**config.mk**
```make
export PLATFORM = sky130hd
export DESIGN_NAME = char_lcd_nibble_interface
export DESIGN_NICKNAME = d
export VERILOG_FILES = /design/src/rtl/clni_pkg.sv /design/src/rtl/char_lcd_nibble_interface.sv
export SDC_FILE = /design/constraint.sdc
export NUM_CORES = 1
export LEC_CHECK = 0
export ABC_AREA = 1
export BUFFER_PORTS_ARGS = -buffer_cell sky130_fd_sc_hd__buf_2
export CAP_MARGIN = 10
export CORE_MARGIN = 1
export CORE_UTILIZATION = 55
export DETAILED_ROUTE_END_ITERATION = 10
export MAX_ROUTING_LAYER = met4
export PLACE_DENSITY = 0.7
export SETUP_SLACK_MARGIN = 0.02
export SYNTH_ARGS = -nofsm -noshare
export SYNTH_HDL_FRONTEND = slang
export SYNTH_SLANG_ARGS = --single-unit
```
**constraint.sdc**
```tcl
create_clock -name i_clk -period 15.1 [get_ports i_clk]
set_input_delay 0.755 -clock i_clk [delete_from_list [all_inputs] [get_ports i_clk]]
set_output_delay 0.755 -clock i_clk [all_outputs]
set_load 0.02 [all_outputs]
```
**src/rtl/clni_pkg.sv**
```systemverilog
// ----------------------------------------------------------------------------
// clni_pkg
// Types, codes and the operation programs of the character-LCD 4-bit bus
// driver.
// ----------------------------------------------------------------------------
`default_nettype none

package clni_pkg;

    // request codes on the input stream
    localparam logic [2:0] CMD_TICK    = 3'd0;
    localparam logic [2:0] CMD_COMMAND = 3'd1;
    localparam logic [2:0] CMD_DATA    = 3'd2;
    localparam logic [2:0] CMD_CURSOR  = 3'd3;
    localparam logic [2:0] CMD_CLEAR   = 3'd4;
    localparam logic [2:0] CMD_INIT    = 3'd5;

    // running operation; clear and init carry the layout they started with
    localparam logic [2:0] OP_IDLE    = 3'd0;
    localparam logic [2:0] OP_COMMAND = 3'd1;
    localparam logic [2:0] OP_DATA    = 3'd2;
    localparam logic [2:0] OP_CURSOR  = 3'd3;
    localparam logic [2:0] OP_CLEAR2  = 3'd4;
    localparam logic [2:0] OP_INIT2   = 3'd5;
    localparam logic [2:0] OP_CLEAR4  = 3'd6;
    localparam logic [2:0] OP_INIT4   = 3'd7;

    // configuration register indexes
    localparam logic [1:0] CFG_FOUR_ROW = 2'd0;
    localparam logic [1:0] CFG_ENABLE   = 2'd1;
    localparam logic [1:0] CFG_GAP      = 2'd2;
    localparam logic [1:0] CFG_MS       = 2'd3;

    // display instruction bytes
    localparam logic [7:0] LCD_WAKE      = 8'h30;
    localparam logic [7:0] LCD_FOUR_BIT  = 8'h20;
    localparam logic [7:0] LCD_FUNC_SET  = 8'h28;
    localparam logic [7:0] LCD_DISP_OFF  = 8'h08;
    localparam logic [7:0] LCD_DISP_ON   = 8'h0C;
    localparam logic [7:0] LCD_SHIFT     = 8'h18;
    localparam logic [7:0] LCD_ENTRY     = 8'h06;
    localparam logic [7:0] LCD_HOME      = 8'h02;
    localparam logic [7:0] LCD_CLEAR     = 8'h01;
    localparam logic [7:0] LCD_DDRAM_SET = 8'h80;

    // row start addresses of the four-row layout, and the two-row second row
    localparam logic [6:0] ROW_BASE4 [4] = '{7'h00, 7'h40, 7'h14, 7'h54};
    localparam logic [6:0] ROW_BASE2     = 7'h40;

    // one step of an operation program
    typedef enum logic [2:0] {
        K_END  = 3'd0,
        K_NIB  = 3'd1,
        K_BYTE = 3'd2,
        K_HOLD = 3'd3,
        K_MS   = 3'd4,
        K_GAP  = 3'd5
    } t_kind;

    typedef struct packed {
        t_kind      kind;
        logic [7:0] arg;
    } t_act;

    // program step lookup, steps past the end read as end of program
    function automatic t_act prog_act(input logic [2:0] op, input logic [4:0] step);
        t_act a;
        a = '{kind: K_END, arg: 8'h00};
        case (op)
            OP_COMMAND, OP_DATA: begin
                if (step == 5'd0) a = '{kind: K_HOLD, arg: 8'h00};
            end
            OP_CURSOR: begin
                case (step)
                    5'd0:    a = '{kind: K_HOLD, arg: 8'h00};
                    5'd1:    a = '{kind: K_GAP, arg: 8'h00};
                    default: a = '{kind: K_END, arg: 8'h00};
                endcase
            end
            OP_CLEAR2: begin
                case (step)
                    5'd0:    a = '{kind: K_BYTE, arg: LCD_CLEAR};
                    5'd1:    a = '{kind: K_MS, arg: 8'd20};
                    default: a = '{kind: K_END, arg: 8'h00};
                endcase
            end
            OP_INIT2: begin
                case (step)
                    5'd0:    a = '{kind: K_BYTE, arg: LCD_FOUR_BIT};
                    5'd1:    a = '{kind: K_MS, arg: 8'd10};
                    5'd2:    a = '{kind: K_BYTE, arg: LCD_FOUR_BIT};
                    5'd3:    a = '{kind: K_MS, arg: 8'd10};
                    5'd4:    a = '{kind: K_BYTE, arg: LCD_SHIFT};
                    5'd5:    a = '{kind: K_MS, arg: 8'd20};
                    5'd6:    a = '{kind: K_BYTE, arg: LCD_DISP_ON};
                    5'd7:    a = '{kind: K_MS, arg: 8'd20};
                    5'd8:    a = '{kind: K_BYTE, arg: LCD_ENTRY};
                    5'd9:    a = '{kind: K_MS, arg: 8'd20};
                    5'd10:   a = '{kind: K_BYTE, arg: LCD_HOME};
                    5'd11:   a = '{kind: K_MS, arg: 8'd20};
                    5'd12:   a = '{kind: K_BYTE, arg: LCD_CLEAR};
                    5'd13:   a = '{kind: K_MS, arg: 8'd20};
                    default: a = '{kind: K_END, arg: 8'h00};
                endcase
            end
            OP_CLEAR4: begin
                case (step)
                    5'd0:    a = '{kind: K_BYTE, arg: LCD_CLEAR};
                    5'd1:    a = '{kind: K_MS, arg: 8'd20};
                    5'd2:    a = '{kind: K_BYTE, arg: LCD_ENTRY};
                    5'd3:    a = '{kind: K_MS, arg: 8'd1};
                    default: a = '{kind: K_END, arg: 8'h00};
                endcase
            end
            OP_INIT4: begin
                case (step)
                    5'd0:    a = '{kind: K_MS, arg: 8'd20};
                    5'd1:    a = '{kind: K_NIB, arg: LCD_WAKE};
                    5'd2:    a = '{kind: K_MS, arg: 8'd10};
                    5'd3:    a = '{kind: K_NIB, arg: LCD_WAKE};
                    5'd4:    a = '{kind: K_MS, arg: 8'd1};
                    5'd5:    a = '{kind: K_NIB, arg: LCD_WAKE};
                    5'd6:    a = '{kind: K_MS, arg: 8'd1};
                    5'd7:    a = '{kind: K_NIB, arg: LCD_FOUR_BIT};
                    5'd8:    a = '{kind: K_MS, arg: 8'd1};
                    5'd9:    a = '{kind: K_BYTE, arg: LCD_FUNC_SET};
                    5'd10:   a = '{kind: K_MS, arg: 8'd1};
                    5'd11:   a = '{kind: K_BYTE, arg: LCD_DISP_OFF};
                    5'd12:   a = '{kind: K_MS, arg: 8'd1};
                    5'd13:   a = '{kind: K_BYTE, arg: LCD_CLEAR};
                    5'd14:   a = '{kind: K_MS, arg: 8'd1};
                    5'd15:   a = '{kind: K_BYTE, arg: LCD_ENTRY};
                    5'd16:   a = '{kind: K_MS, arg: 8'd1};
                    5'd17:   a = '{kind: K_BYTE, arg: LCD_DISP_ON};
                    5'd18:   a = '{kind: K_MS, arg: 8'd1};
                    default: a = '{kind: K_END, arg: 8'h00};
                endcase
            end
            default: a = '{kind: K_END, arg: 8'h00};
        endcase
        return a;
    endfunction

endpackage

`default_nettype wire

```
**src/rtl/char_lcd_nibble_interface.sv**
```systemverilog
// ----------------------------------------------------------------------------
// char_lcd_nibble_interface
// 4-bit character-LCD bus driver: each input transfer is one timer tick that
// may start a request and advances nibble writes and delays.
// ----------------------------------------------------------------------------
//  channel   direction  handshake                 payload
//  s stream  in         i_s_tvalid / o_s_tready   one tick with request fields
//  m stream  out        o_m_tvalid / i_m_tready   pin levels after that tick
//  cfg write in         i_cfg_valid / o_cfg_ready register index and data
//
//  one tick is accepted every cycle while o_s_tready is high; its result is
//  registered and shows on the m stream in the cycle after it is accepted
//  the input is taken whenever the result register is empty or being drained,
//  so a stalled m side holds the s side after one buffered result
//  i_rst_n (synchronous) clears the sequencer, pins and result register and
//  loads the register defaults; cfg writes are always taken
// ----------------------------------------------------------------------------
`default_nettype none

module char_lcd_nibble_interface
    import clni_pkg::*;
#(
    parameter int WAIT_WIDTH = 24
) (
    input  wire logic        i_clk,
    input  wire logic        i_rst_n,
    input  wire logic        i_s_tvalid,
    output logic             o_s_tready,
    // [2:0] cmd, [10:3] value, [17:11] col, [19:18] row, [21:20] side_bits
    input  wire logic [23:0] i_s_tdata,
    output logic             o_m_tvalid,
    input  wire logic        i_m_tready,
    // [3:0] data_nibble, [4] reg_select, [5] enable_pin, [7:6] side_out,
    // [8] busy_res, [9] accepted
    output logic [15:0]      o_m_tdata,
    input  wire logic        i_cfg_valid,
    output logic             o_cfg_ready,
    input  wire logic [1:0]  i_cfg_index,
    input  wire logic [15:0] i_cfg_data
);

    localparam logic [32:0] WAIT_MAX = (33'd1 << WAIT_WIDTH) - 33'd1;

    // delay length clamp: zero counts as one tick, long delays saturate
    function automatic logic [WAIT_WIDTH-1:0] sat_wait(input logic [23:0] n);
        logic [WAIT_WIDTH-1:0] res;
        if (n == 24'd0) begin
            res = WAIT_WIDTH'(1);
        end else if (33'(n) > WAIT_MAX) begin
            res = '1;
        end else begin
            res = WAIT_WIDTH'(n);
        end
        return res;
    endfunction

    // configuration registers
    logic        r_four_row;
    logic [7:0]  r_enable_ticks;
    logic [15:0] r_gap_ticks;
    logic [15:0] r_ms_ticks;

    // sequencer state
    logic [4:0]            r_step,  n_step;
    logic [WAIT_WIDTH-1:0] r_wait,  n_wait;
    logic [7:0]            r_byte,  n_byte;
    logic                  r_rs,    n_rs;
    logic                  r_low,   n_low;
    logic [2:0]            r_op,    n_op;
    // port image: data[7:4], side[3:2], rs[1], enable[0]
    logic [7:0]            r_pin,   n_pin;

    // result register
    logic                  r_out_valid;
    logic [9:0]            r_out;

    // input fields
    logic [2:0] in_cmd;
    logic [7:0] in_value;
    logic [6:0] in_col;
    logic [1:0] in_row;
    logic [1:0] in_side;

    logic       s_fire;
    logic       acc;
    logic       do_start;
    t_act       act;
    logic [7:0] cursor_addr;
    logic [WAIT_WIDTH-1:0] en_wait;
    logic [WAIT_WIDTH-1:0] gap_wait;

    assign in_cmd   = i_s_tdata[2:0];
    assign in_value = i_s_tdata[10:3];
    assign in_col   = i_s_tdata[17:11];
    assign in_row   = i_s_tdata[19:18];
    assign in_side  = i_s_tdata[21:20];

    // handshakes
    assign o_s_tready  = !r_out_valid || i_m_tready;
    assign s_fire      = i_s_tvalid && o_s_tready;
    assign o_cfg_ready = 1'b1;

    // cursor address for both layouts
    always_comb begin
        if (r_four_row) begin
            cursor_addr = LCD_DDRAM_SET | {1'b0, 7'(in_col + ROW_BASE4[in_row])};
        end else if (in_row == 2'd0) begin
            cursor_addr = LCD_DDRAM_SET | {1'b0, in_col};
        end else begin
            cursor_addr = LCD_DDRAM_SET | {1'b0, 7'(ROW_BASE2 + in_col)};
        end
    end

    // phase lengths
    assign en_wait    = sat_wait(24'(r_enable_ticks));
    assign gap_wait   = sat_wait(24'(r_gap_ticks));

    // next sequencer state for one tick
    always_comb begin
        n_step   = r_step;
        n_wait   = r_wait;
        n_byte   = r_byte;
        n_rs     = r_rs;
        n_low    = r_low;
        n_op     = r_op;
        n_pin    = r_pin;
        acc      = 1'b0;
        do_start = 1'b0;

        if (r_op == OP_IDLE) begin
            if (in_cmd inside {[CMD_COMMAND:CMD_INIT]}) begin
                acc      = 1'b1;
                do_start = 1'b1;
                n_step   = 5'd0;
                n_rs     = (in_cmd == CMD_DATA);
                n_byte   = 8'h00;
                case (in_cmd)
                    CMD_COMMAND: begin
                        n_byte = in_value;
                        n_op   = OP_COMMAND;
                    end
                    CMD_DATA: begin
                        n_byte = in_value;
                        n_op   = OP_DATA;
                    end
                    CMD_CURSOR: begin
                        n_byte = cursor_addr;
                        n_op   = OP_CURSOR;
                    end
                    CMD_CLEAR: n_op = r_four_row ? OP_CLEAR4 : OP_CLEAR2;
                    default:   n_op = r_four_row ? OP_INIT4 : OP_INIT2;
                endcase
            end
        end else if (r_wait > WAIT_WIDTH'(1)) begin
            n_wait = r_wait - WAIT_WIDTH'(1);
        end else if (r_pin[0]) begin
            n_pin[0] = 1'b0;
            n_wait   = gap_wait;
        end else if (r_low) begin
            n_low  = 1'b0;
            n_pin  = {r_byte[3:0], in_side, r_rs, 1'b1};
            n_wait = en_wait;
        end else begin
            n_step   = r_step + 5'd1;
            do_start = 1'b1;
        end

        act = prog_act(n_op, n_step);

        // start the program step
        if (do_start) begin
            n_low = 1'b0;
            case (act.kind)
                K_NIB: begin
                    n_pin  = {act.arg[7:4], 2'b00, 1'b0, 1'b1};
                    n_wait = en_wait;
                end
                K_BYTE: begin
                    n_byte = act.arg;
                    n_low  = 1'b1;
                    n_pin  = {act.arg[7:4], in_side, n_rs, 1'b1};
                    n_wait = en_wait;
                end
                K_HOLD: begin
                    n_low  = 1'b1;
                    n_pin  = {n_byte[7:4], in_side, n_rs, 1'b1};
                    n_wait = en_wait;
                end
                K_MS:  n_wait = sat_wait(24'(act.arg) * 24'(r_ms_ticks));
                K_GAP: n_wait = gap_wait;
                default: begin
                    n_op   = OP_IDLE;
                    n_step = 5'd0;
                    n_wait = '0;
                end
            endcase
        end
    end

    // configuration writes
    always_ff @(posedge i_clk) begin
        if (!i_rst_n) begin
            r_four_row     <= 1'b0;
            r_enable_ticks <= 8'd2;
            r_gap_ticks    <= 16'd200;
            r_ms_ticks     <= 16'd1000;
        end else if (i_cfg_valid) begin
            case (i_cfg_index)
                CFG_FOUR_ROW: r_four_row     <= i_cfg_data[0];
                CFG_ENABLE:   r_enable_ticks <= i_cfg_data[7:0];
                CFG_GAP:      r_gap_ticks    <= i_cfg_data;
                CFG_MS:       r_ms_ticks     <= i_cfg_data;
                default:      r_ms_ticks     <= r_ms_ticks;
            endcase
        end
    end

    // sequencer state update per accepted tick
    always_ff @(posedge i_clk) begin
        if (!i_rst_n) begin
            r_step <= 5'd0;
            r_wait <= '0;
            r_byte <= 8'h00;
            r_rs   <= 1'b0;
            r_low  <= 1'b0;
            r_op   <= OP_IDLE;
            r_pin  <= 8'h00;
        end else if (s_fire) begin
            r_step <= n_step;
            r_wait <= n_wait;
            r_byte <= n_byte;
            r_rs   <= n_rs;
            r_low  <= n_low;
            r_op   <= n_op;
            r_pin  <= n_pin;
        end
    end

    // result register
    always_ff @(posedge i_clk) begin
        if (!i_rst_n) begin
            r_out_valid <= 1'b0;
        end else if (s_fire) begin
            r_out_valid <= 1'b1;
        end else if (i_m_tready) begin
            r_out_valid <= 1'b0;
        end
    end

    always_ff @(posedge i_clk) begin
        if (s_fire) begin
            r_out <= {acc, (n_op != OP_IDLE), n_pin[3:2], n_pin[0], n_pin[1], n_pin[7:4]};
        end
    end

    assign o_m_tvalid = r_out_valid;
    assign o_m_tdata  = {6'b000000, r_out};

    // enable strobe only rises inside a running operation
    a_enable_busy: assert property (@(posedge i_clk) disable iff (!i_rst_n)
        r_pin[0] |-> (r_op != OP_IDLE))
        else $error("enable high while idle");

    // a pending low nibble belongs to a running operation
    a_low_busy: assert property (@(posedge i_clk) disable iff (!i_rst_n)
        r_low |-> (r_op != OP_IDLE))
        else $error("low nibble pending while idle");

    // a running phase always has ticks left
    a_wait_live: assert property (@(posedge i_clk) disable iff (!i_rst_n)
        (r_op != OP_IDLE) |-> (r_wait != '0))
        else $error("running operation with empty wait count");

    // requests are refused while busy
    a_refuse_busy: assert property (@(posedge i_clk) disable iff (!i_rst_n)
        (s_fire && (r_op != OP_IDLE)) |=> !r_out[9])
        else $error("request accepted while busy");

    // every accepted tick leaves a result in the output register
    a_result: assert property (@(posedge i_clk) disable iff (!i_rst_n)
        s_fire |=> r_out_valid)
        else $error("accepted tick produced no result");

endmodule

`default_nettype wire
```
# [Word-level counts from Yosys, hierarchy flattened]
# Memories as Yosys holds them, arrays and structs flattened.
# Cells that the tools add are included.
[word_totals] reg_bits=102 mem_bits_ro=416 out_inout_bits=19 elab_cells=136 mem_count=2
[op_classes] add_sub_neg=4 n_mul=1 order_cmp=4 n_eq_ne=25 muxes=60 bitwise=1 n_reduce_logical=25
[memory_table] name="(no name shown)" words=32 word_bits=9 rd=1 rd_clocked_by_memory_dff=0 write_ports=0 line_no="clni_pkg.sv:116" text="case (step)"
[memory_table] name="(no name shown)" words=16 word_bits=8 rd=1 rd_clocked_by_memory_dff=0 write_ports=0 line_no="clni_pkg.sv:88" text="case (step)"
[op_table] operator="$mux 24" n=6
[op_table] operator="$mux 8" n=10
[op_table] operator="$pmux 24 s3" n=1
[op_table] operator="$pmux 11 s6" n=1
[op_table] operator="$pmux 11 s2" n=2
[op_table] operator="$pmux 11 s4" n=1
[op_table] operator="$mux 5" n=7
[op_table] operator="$mux 7" n=4
[op_table] operator="$gt 24x1->1 const B" n=1
[op_table] operator="$logic_not 24->1" n=1
[op_table] operator="$mul 8x16->24" n=1
[op_table] operator="$pmux 8 s3" n=1
[op_table] operator="$sub 24x1->24 const B" n=1
[op_table] operator="$eq 3x3->1 const B" n=7
[op_table] operator="$eq 3x2->1 const B" n=6
[op_table] operator="$logic_not 16->1" n=1
[op_table] operator="$mux 16" n=1
[op_table] operator="$pmux 8 s2" n=1
[op_table] operator="$mux 1" n=15
[op_table] operator="$bmux 7 s2" n=1
[op_table] operator="$mux 3" n=4
[op_table] operator="$pmux 3 s4" n=1
[op_table] operator="$mux 11" n=1
[op_table] operator="$eq 5x2->1 const B" n=2
[op_table] operator="31 further kinds" n=43

# [Depth between registers and ports, before layout]
# Gate-level depths: netlist of run 1.
[depth] word_depth=13 ltp_mapped=45 depth_no_buf=45

# [Worst setup path before layout of run 1]
# OpenSTA, ideal clock, no wires.
[synth_timing] kind="input-to-reg" start="in i_s_tdata[2]" end="reg r_wait[0]" setup_time_ns=0.070 arrival_time_ns=6.244 required_time_ns=15.030 path_slack_ns=8.786 cell_stages=37 path_cell_list="inv_1 nand3_1 nand2_1 nor2_4 inv_2 nand3_1 nand2_1 buf_2 nor2_1 inv_1 o21ai_1 o21ai_1 nand2_1 nand2_1 inv_1 buf_2 nor2_1 fa_1 fa_1 fa_1 inv_1 fa_1 inv_1 ha_1 a21oi_1 o21ai_0 nand2_1 nand3_1 a21o_1 a21boi_0 xor2_1 nand4_1 nand2_1 nand2_1 nand2_1 nand2_1 a21oi_1"
[synth_via] elab_chain_len=12 elab_cells_between_ends=48
[synth_lines] element="from (decl)" line_no="char_lcd_nibble_interface.sv:30" text="input wire logic [23:0] i_s_tdata,"
[synth_lines] element="$ge 3x1->1 (tied with other cells)" line_no="char_lcd_nibble_interface.sv:131" text="if (in_cmd inside {[CMD_COMMAND:CMD_INIT]}) begin"
[synth_lines] element="$logic_and 1x1->1 / $pmux 3 s4 (equally long branches)" line_no="char_lcd_nibble_interface.sv:131, char_lcd_nibble_interface.sv:137"
[synth_lines] element="$mux 5 / $mux 3 (equally long branches)" line_no="char_lcd_nibble_interface.sv:131"
[synth_lines] element="$mux 5 / $mux 3 (equally long branches)" line_no="char_lcd_nibble_interface.sv:130" text="if (r_op == OP_IDLE) begin"
[synth_lines] element="$mem_v2 16x8 (tied with other cells)"
[synth_lines] element="$mux 11 (tied with other cells)" line_no="clni_pkg.sv:88"
[synth_lines] element="$pmux 11 s6" line_no="clni_pkg.sv:69" text="case (op)"
[synth_lines] element="$mul 8x16->24" line_no="char_lcd_nibble_interface.sv:189" text="K_MS: n_wait = sat_wait(24'(act.arg) * 24'(r_ms_ticks));"
[synth_lines] element="$logic_not 24->1" line_no="char_lcd_nibble_interface.sv:47" text="if (n == 24'd0) begin"
[synth_lines] element="$mux 24" line_no="char_lcd_nibble_interface.sv:47"
[synth_lines] element="$pmux 24 s3" line_no="char_lcd_nibble_interface.sv:173" text="case (act.kind)"
[synth_lines] element="$mux 24" line_no="char_lcd_nibble_interface.sv:171" text="if (do_start) begin"
[synth_lines] element="to (signal assigned)" line_no="char_lcd_nibble_interface.sv:230" text="r_wait <= n_wait;"
[synth_lines] element="to (decl)" line_no="char_lcd_nibble_interface.sv:65" text="logic [WAIT_WIDTH-1:0] r_wait, n_wait;"
# Several ways; a longest one is shown, not always the timed one.
# A chain may end at the register's enable or synchronous reset.

# [Worst setup path in the final report of run 1]
[layout_timing] start="reg r_op[0]" end="reg r_wait[0]"
[layout_via] elab_chain_len=10 elab_cells_between_ends=39
[layout_lines] element="from (decl)" line_no="char_lcd_nibble_interface.sv:69" text="logic [2:0] r_op, n_op;"
[layout_lines] element="from (signal assigned)" line_no="char_lcd_nibble_interface.sv:234" text="r_op <= n_op;"
[layout_lines] element="$logic_not 3->1 / $mux 3 (equally long branches)" line_no="char_lcd_nibble_interface.sv:130, char_lcd_nibble_interface.sv:131"
[layout_lines] element="$mux 5 / $mux 3 (equally long branches)" line_no="char_lcd_nibble_interface.sv:130"
[layout_lines] element="$mem_v2 16x8 (tied with other cells)"
[layout_lines] element="$mux 11 (tied with other cells)" line_no="clni_pkg.sv:88"
[layout_lines] element="$pmux 11 s6" line_no="clni_pkg.sv:69"
[layout_lines] element="$mul 8x16->24" line_no="char_lcd_nibble_interface.sv:189"
[layout_lines] element="$logic_not 24->1" line_no="char_lcd_nibble_interface.sv:47"
[layout_lines] element="$mux 24" line_no="char_lcd_nibble_interface.sv:47"
[layout_lines] element="$pmux 24 s3" line_no="char_lcd_nibble_interface.sv:173"
[layout_lines] element="$mux 24" line_no="char_lcd_nibble_interface.sv:171"
# Several ways; a longest one is shown, not always the timed one.

==> metrics.csv, run 1 <==
stage,metric,value,unit
status,status,"finished, final reports clean",
setup_path,r2r-end,r_wait[0],
setup_path,crit_top_cell,nand2_1,
job,cap_violations,0,
drt,via_per_inst,5.56,
clock_tree,cts.sinks,102,
grt,grt_pass1_wl,42800,µm
drt,ant_nets,0,
power_and_ir_drop,powerDensity,83.3,nW/µm²
clock_tree,path_clk_slew,0.09,ns
min_path,hp-class,flop to flop,
setup_path,crit_family,simple AND/OR/NAND/NOR gates,
setup_path,path_max_fanout,24,
logic_synthesis,synth_edf_count,10,
cells_and_area,mostFrequentLayoutCells,"nand2_1, inv_1, nor2_1",
sta,fin_crit_sh,51.3,%
drt,dr.pass1.iters,8,
cells_and_area,diodes,0,
clock_tree,clockBufferDepth,2,
setup_path,path_depth,34,
power_and_ir_drop,peakVddDrop,0.0910,mV
setup_path,worstSetupStartpointType,flop,
logic_synthesis,synth_flop_cell,dfxtp_1,
clock_tree,cts.repair.resized,0,
sta,fmax,129,MHz
logic_synthesis,syn_avg_cell_area,6.86,µm²
setup_path,reg2reg_slack,7.35,ns
power_and_ir_drop,p_leak,5.18,nW
cells_and_area,stdcell_count,1684,
setup_path,endpoint,r_wait[0],
placed_design,port_buffers,56,
drt,drc_errors,0,
cells_and_area,nNetsFinal,1613,
sta,drv_slew,0,
clock_tree,cts_buffers,9,
sta,hold_violations,0,
setup_path,path_buf_inv,5,
setup_path,cp.arrival,8.04,ns
sta,setup_viol,0,
sta,tightestPinTransition,1.10,ns
logic_synthesis,synth.area.top_cells,"dfxtp_1, fa_1, nand2_1, inv_1, nor2_1",
floorplan,fp.coreArea,17300,µm²
grt,antenna_found_initial,0,
setup_path,worstPathRequired,15.39,ns
floorplan,io_pins,66,
grt,grt_pass1_vias,8877,
logic_synthesis,synth_top_area_cell,dfxtp_1,
logic_synthesis,ys_seq_area_share,21.9,%
clock_tree,cts_htree_levels,3,
floorplan,fp.dieW,135,µm
setup_path,crit_path_max_incr_delay,0.53,ns
placed_design,gp_congestion,0.918,
sta,maxSlewHeadroom,26.4,%
placed_design,dp_cells,1668,
clock_tree,postCtsHoldBufs,0,
cells_and_area,layout_commonest_cell,nand2_1,
clock_tree,insertion_delay,0.37,ns
setup_path,end_kind,flop,
clock_tree,cts-root-buf,clkbuf_16,
sta,tns,0,ns
sta,min_period,7.75,ns
setup_path,crit-reg2reg-launch,r_op[0],
drt,vias,9368,
grt,track_usage,30.7,%
floorplan,start_util,56.5,%
sta,rsz0062_at_grt,false,
floorplan,die_y,135,µm
placed_design,dp_hpwl,20300,µm
logic_synthesis,ys_async_sr_fraction,0,%
drt,routedWlPerCell,15.5,µm
logic_synthesis,ys_types,60,
cells_and_area,fillCellCount,1676,
cells_and_area,areaGrowthSynthToFinish,7.07,%
drt,drt_iter0_markers,675,
floorplan,fp-row-count,48,
floorplan,die_area,18300,µm²
sta,skew,0.0153,ns
setup_path,crit_slowest_cell,fa_1,
grt,grt_max_degree,59,
logic_synthesis,ys_ff_latch,102,
drt,finalWirelength,26200,µm
cells_and_area,drive_gt1_share,10.6,%
clock_tree,cts_tree,built,
grt,grt_overflow,0,
setup_path,startpoint,r_op[0],
setup_path,reg2reg_depth,34,
logic_synthesis,ys_warn_count,0,
logic_synthesis,synth_top_area_share,18.9,%
clock_tree,post_cts_buffers,0,
logic_synthesis,syn_area,9770,µm²
logic_synthesis,synth_cells,1424,
setup_path,worstSetupPathType,flop to flop,
[tightest hold or removal path: stages (launching register included)]
cell	delay (ns)
dfxtp_1	0.32
nand2_1	0.06
a21oi_1	0.05
[sequential cells by signal, summed over array words and instances (netlist names)]
name / flops
r_ms_ticks: 16
r_gap_ticks: 16
r_pin: 8
r_out: 10
r_wait: 24
r_byte: 8
r_op: 3
r_rs: 1
o_m_tvalid: 1
r_low: 1
r_step: 5
r_enable_ticks: 8
r_four_row: 1
[how the worst min path moves through the flow]
stage	start	end	cells past startpoint
floorplan	r_enable_ticks[0]	r_enable_ticks[0]	2
global placement	r_byte[6]	r_byte[6]	2
detailed placement	r_byte[7]	r_byte[7]	2
CTS	r_byte[6]	r_byte[6]	2
global route	r_byte[6]	r_byte[6]	2
finish	r_byte[5]	r_byte[5]	2
[cell usage after synthesis, types with 14 or more instances]
master	n
fa_1	57
nor2_1	188
clkbuf_1	29
nand2_1	263
nand4_1	16
dfxtp_1	92
ha_1	55
o21ai_0	96
o21ai_1	21
nand3_1	70
a21oi_1	129
nor2_2	15
inv_2	14
inv_1	203
xnor2_1	14
[layout make-up]
cell class                      instances  area (µm²)  share of cell area, %
Sequential cell                       102        2140                   20.5
Timing Repair Buffer                   62         325                   3.11
Multi-Input combinational cell       1057        6570                   62.8
Tap cell                              225         282                   2.69
Clock buffer                            9         225                   2.15
Clock inverter                          7        81.3                  0.778
Inverter                              222         836                   7.99
[routing by layer]
| metal | up-vias | track usage [%] | part of all wire (%) |
|---|---|---|---|
| li1 | 4662 | - | - |
| met1 | 4354 | 37.3 | 43 |
| met2 | 290 | 50.8 | 48 |
| met3 | 62 | 3.63 | 5.2 |
| met4 | 0 | 14.2 | 4.0 |
| met5 | - | - | 0 |
[cell families after synthesis]
family                   synth area share [%]
flip-flops                               21.9
buffers and inverters                    11.0
AO/OA/AOI/OAI                            17.3
AND/OR/NAND/NOR                          28.8
other                                  0.0769
adder cells (fa/ha/maj)                  18.7
XOR/XNOR                                 2.15
[per-stage QoR]
step	setup slack [ns]	util (%)	hold WS, ns	cell area (µm²)	power [mW]
5_1_grt	6.79	60.5	0.493	10500	0.923
3_3_place_gp	7.26	58.7	0.452	10100	0.624
4_1_cts	7.39	60.5	0.471	10500	0.871
2_1_floorplan	8.79	-	0.429	9780	0.551
3_5_place_dp	7.25	58.7	0.459	10100	0.627
6_report	7.35	60.5	0.471	10500	0.871
[where the power goes]
part	total [mW]	leakage [nW]	internal [mW]	switching (mW)
sequential	0.315	0.854	0.298	0.0167
clock	0.246	0.150	0.120	0.126
combinational	0.310	4.17	0.101	0.209
total	0.871	5.18	0.519	0.352
Note: power is estimated with default switching activity, not from simulation.
==> run 2: changes to the inputs <==
clock period = 7.9 ns   (was 15.1 ns; I/O delays follow)
==> run 2 against run 1 <==
  * Via count grew 1.2%
  * Sequential share of layout area fell by 0.093 points
  * Final cell count grew 0.30%
  * Non-clock buffer count is 5 higher
  * Die area unchanged
  * Core utilization is 0.27 points higher
  * Register-to-register slack worse by 6.6 ns
  * Clock skew shrank 0.0052 ns
  * Critical endpoint unchanged
  * Highest routed layer unchanged
==> metrics.csv, run 2 (same netlist as run 1, synthesis figures left out) <==
stage,metric,value,unit,change
status,status,"finished, final reports clean",,
clock_tree,post_cts_buffers,0,,unchanged
placed_design,port_buffers,56,,unchanged
cells_and_area,drive_gt1_share,10.9,%,+0.31 points
drt,drt_iter0_markers,703,,+4.1%
grt,grt_max_degree,59,,unchanged
grt,grt_pass1_wl,43400,µm,+1.4%
cells_and_area,fin_area,10500,µm²,+0.45%
clock_tree,cts_tree,built,,
sta,min_period,7.19,ns,-0.556 ns
drt,finalWirelength,26500,µm,+1.2%
drt,via_per_inst,5.61,,+0.93%
clock_tree,clockBufferDepth,2,,unchanged
sta,skew,0.0102,ns,-0.00516 ns
cells_and_area,areaGrowthSynthToFinish,7.56,%,
sta,fmax,139,MHz,+7.7%
sta,fin_ws,0.711,ns,-6.64 ns
drt,dr.pass1.iters,5,,-3
cells_and_area,multiInputGateArea,6570,µm²,unchanged
floorplan,fp.dieW,135,µm,unchanged
drt,route.met3.wl,1400,µm,+2.6%
clock_tree,cts.sinks,102,,unchanged
drt,drc_errors,0,,unchanged
clock_tree,postCtsHoldBufs,0,,unchanged
drt,wl_met1,11400,µm,+1.5%
placed_design,dp_hpwl,20600,µm,+1.6%
floorplan,fp.coreArea,17300,µm²,unchanged
drt,vias,9483,,+1.2%
power_and_ir_drop,p_leak,5.20,nW,+0.47%
drt,wl_met2,13100,µm,+4.4%
sta,hold_violations,0,,unchanged
sta,rsz0062_at_grt,false,,
cells_and_area,mostFrequentLayoutCells,"nand2_1, inv_1, nor2_1",,
power_and_ir_drop,powerDensity,160,nW/µm²,+92%
grt,grt_overflow,0,,unchanged
setup_path,crit_slowest_cell,fa_1,,
setup_path,end_kind,flop,,
sta,fin_crit_sh,91.0,%,+40 points
power_and_ir_drop,peakVddDrop,0.146,mV,+61%
drt,highest_layer,met4,,
cells_and_area,fillCellCount,1674,,-0.12%
clock_tree,cts_buffers,9,,unchanged
sta,tightestPinTransition,1.11,ns,+0.0124 ns
floorplan,io_pins,66,,unchanged
sta,tns,0,ns,unchanged
setup_path,path_max_fanout,13,,-46%
sta,drv_slew,0,,unchanged
setup_path,worstSetupPathType,flop to flop,,
floorplan,fp-row-count,48,,unchanged
cells_and_area,layout_commonest_cell,nand2_1,,
floorplan,die_y,135,µm,unchanged
setup_path,cp.arrival,7.49,ns,-0.55 ns
floorplan,start_util,56.5,%,unchanged
setup_path,worstPathRequired,8.20,ns,-7.19 ns
grt,track_usage,31.0,%,+0.33 points
placed_design,pre_cts_slack,0.749,ns,-6.50 ns
placed_design,gp_congestion,0.921,,+0.40%
setup_path,crit_top_cell,nand2_1,,
clock_tree,insertion_delay,0.36,ns,about the same
sta,setup_viol,0,,unchanged
sta,whs,0.307,ns,-0.164 ns
clock_tree,cts-root-buf,clkbuf_16,,
job,cap_violations,0,,unchanged
clock_tree,cts.repair.resized,0,,unchanged
clock_tree,path_clk_slew,0.07,ns,-0.02 ns
floorplan,die_area,18300,µm²,unchanged
min_path,hp-class,primary input to flop,,
cells_and_area,largest_reg_flops,24,,unchanged
cells_and_area,nNetsFinal,1618,,+0.31%
cells_and_area,top_register,r_wait,,
cells_and_area,register_area,2140,µm²,unchanged
setup_path,crit_path_max_incr_delay,0.52,ns,about the same
setup_path,worstSetupStartpointType,flop,,
cells_and_area,top_regs,"r_wait: 24 flops, r_gap_ticks: 16 flops, r_ms_ticks: 16 flops",,
placed_design,dpl-instance-area,10200,µm²,+0.37%
clock_tree,cts_htree_levels,3,,unchanged
drt,routedWlPerCell,15.7,µm,+0.89%
cells_and_area,diodes,0,,unchanged
sta,maxSlewHeadroom,25.6,%,-0.83 points
grt,grt_pass1_vias,8937,,+0.68%
drt,ant_nets,0,,unchanged
grt,antenna_found_initial,0,,unchanged
==> run 2: layout make-up <==
| class | count | share of cell area (%) |
|---|---|---|
| sequential | 102 | 20.4 |
| timing repair buffer | 67 | 3.45 |
| inverter | 222 | 7.96 |
| clock inverter | 7 | 0.870 |
| tap | 225 | 2.68 |
| clock buffer | 9 | 2.14 |
| multi-input combinational | 1057 | 62.5 |
==> run 2: power breakdown <==
part | internal [mW] | switching (mW) | total (mW)
Clock | 0.254 | 0.225 | 0.479
Combinational | 0.196 | 0.400 | 0.596
Sequential | 0.569 | 0.0327 | 0.602
==> run 2: routing by layer <==
| layer | vias to the layer above | track usage (%) |
|---|---|---|
| met1 | 4478 | 38.1 |
| li1 | 4675 | - |
| met3 | 39 | 4.26 |
| met4 | 0 | 9.80 |
| met5 | - | - |
| met2 | 291 | 52.5 |
==> run 2: final timing paths <==
check                                   start        endpoint  slack [ns]  depth (start not counted)
worst max-delay path                r_wait[0]       r_wait[0]        0.71                         36
worst min-delay path            i_cfg_data[3]  r_gap_ticks[3]        0.31                          3
worst max register to register      r_wait[0]       r_wait[0]        0.71                         36
worst min register to register     r_wait[23]      r_wait[23]        0.47                          1
==> run 2: stage by stage <==
| stage | util, % | instances | power [mW] |
|---|---|---|---|
| floorplan | - | 1429 | 1.05 |
| global placement | 58.9 | 1673 | 1.20 |
| detailed placement | 58.9 | 1673 | 1.20 |
| CTS | 60.7 | 1689 | 1.68 |
| global route | 60.7 | 1689 | 1.78 |
| finish | 60.7 | 1689 | 1.68 |
==> run 2: critical path: cells and delay by family (launching register included) <==
family	cells	cell delay, ns
xor gates and xnor gates	1	0.22
buffers and inverters	5	0.70
and+or+nand+nor	17	2.09
DFF	1	0.37
adders and majority gates	6	2.60
AOI/OAI and AO/OA	7	1.10
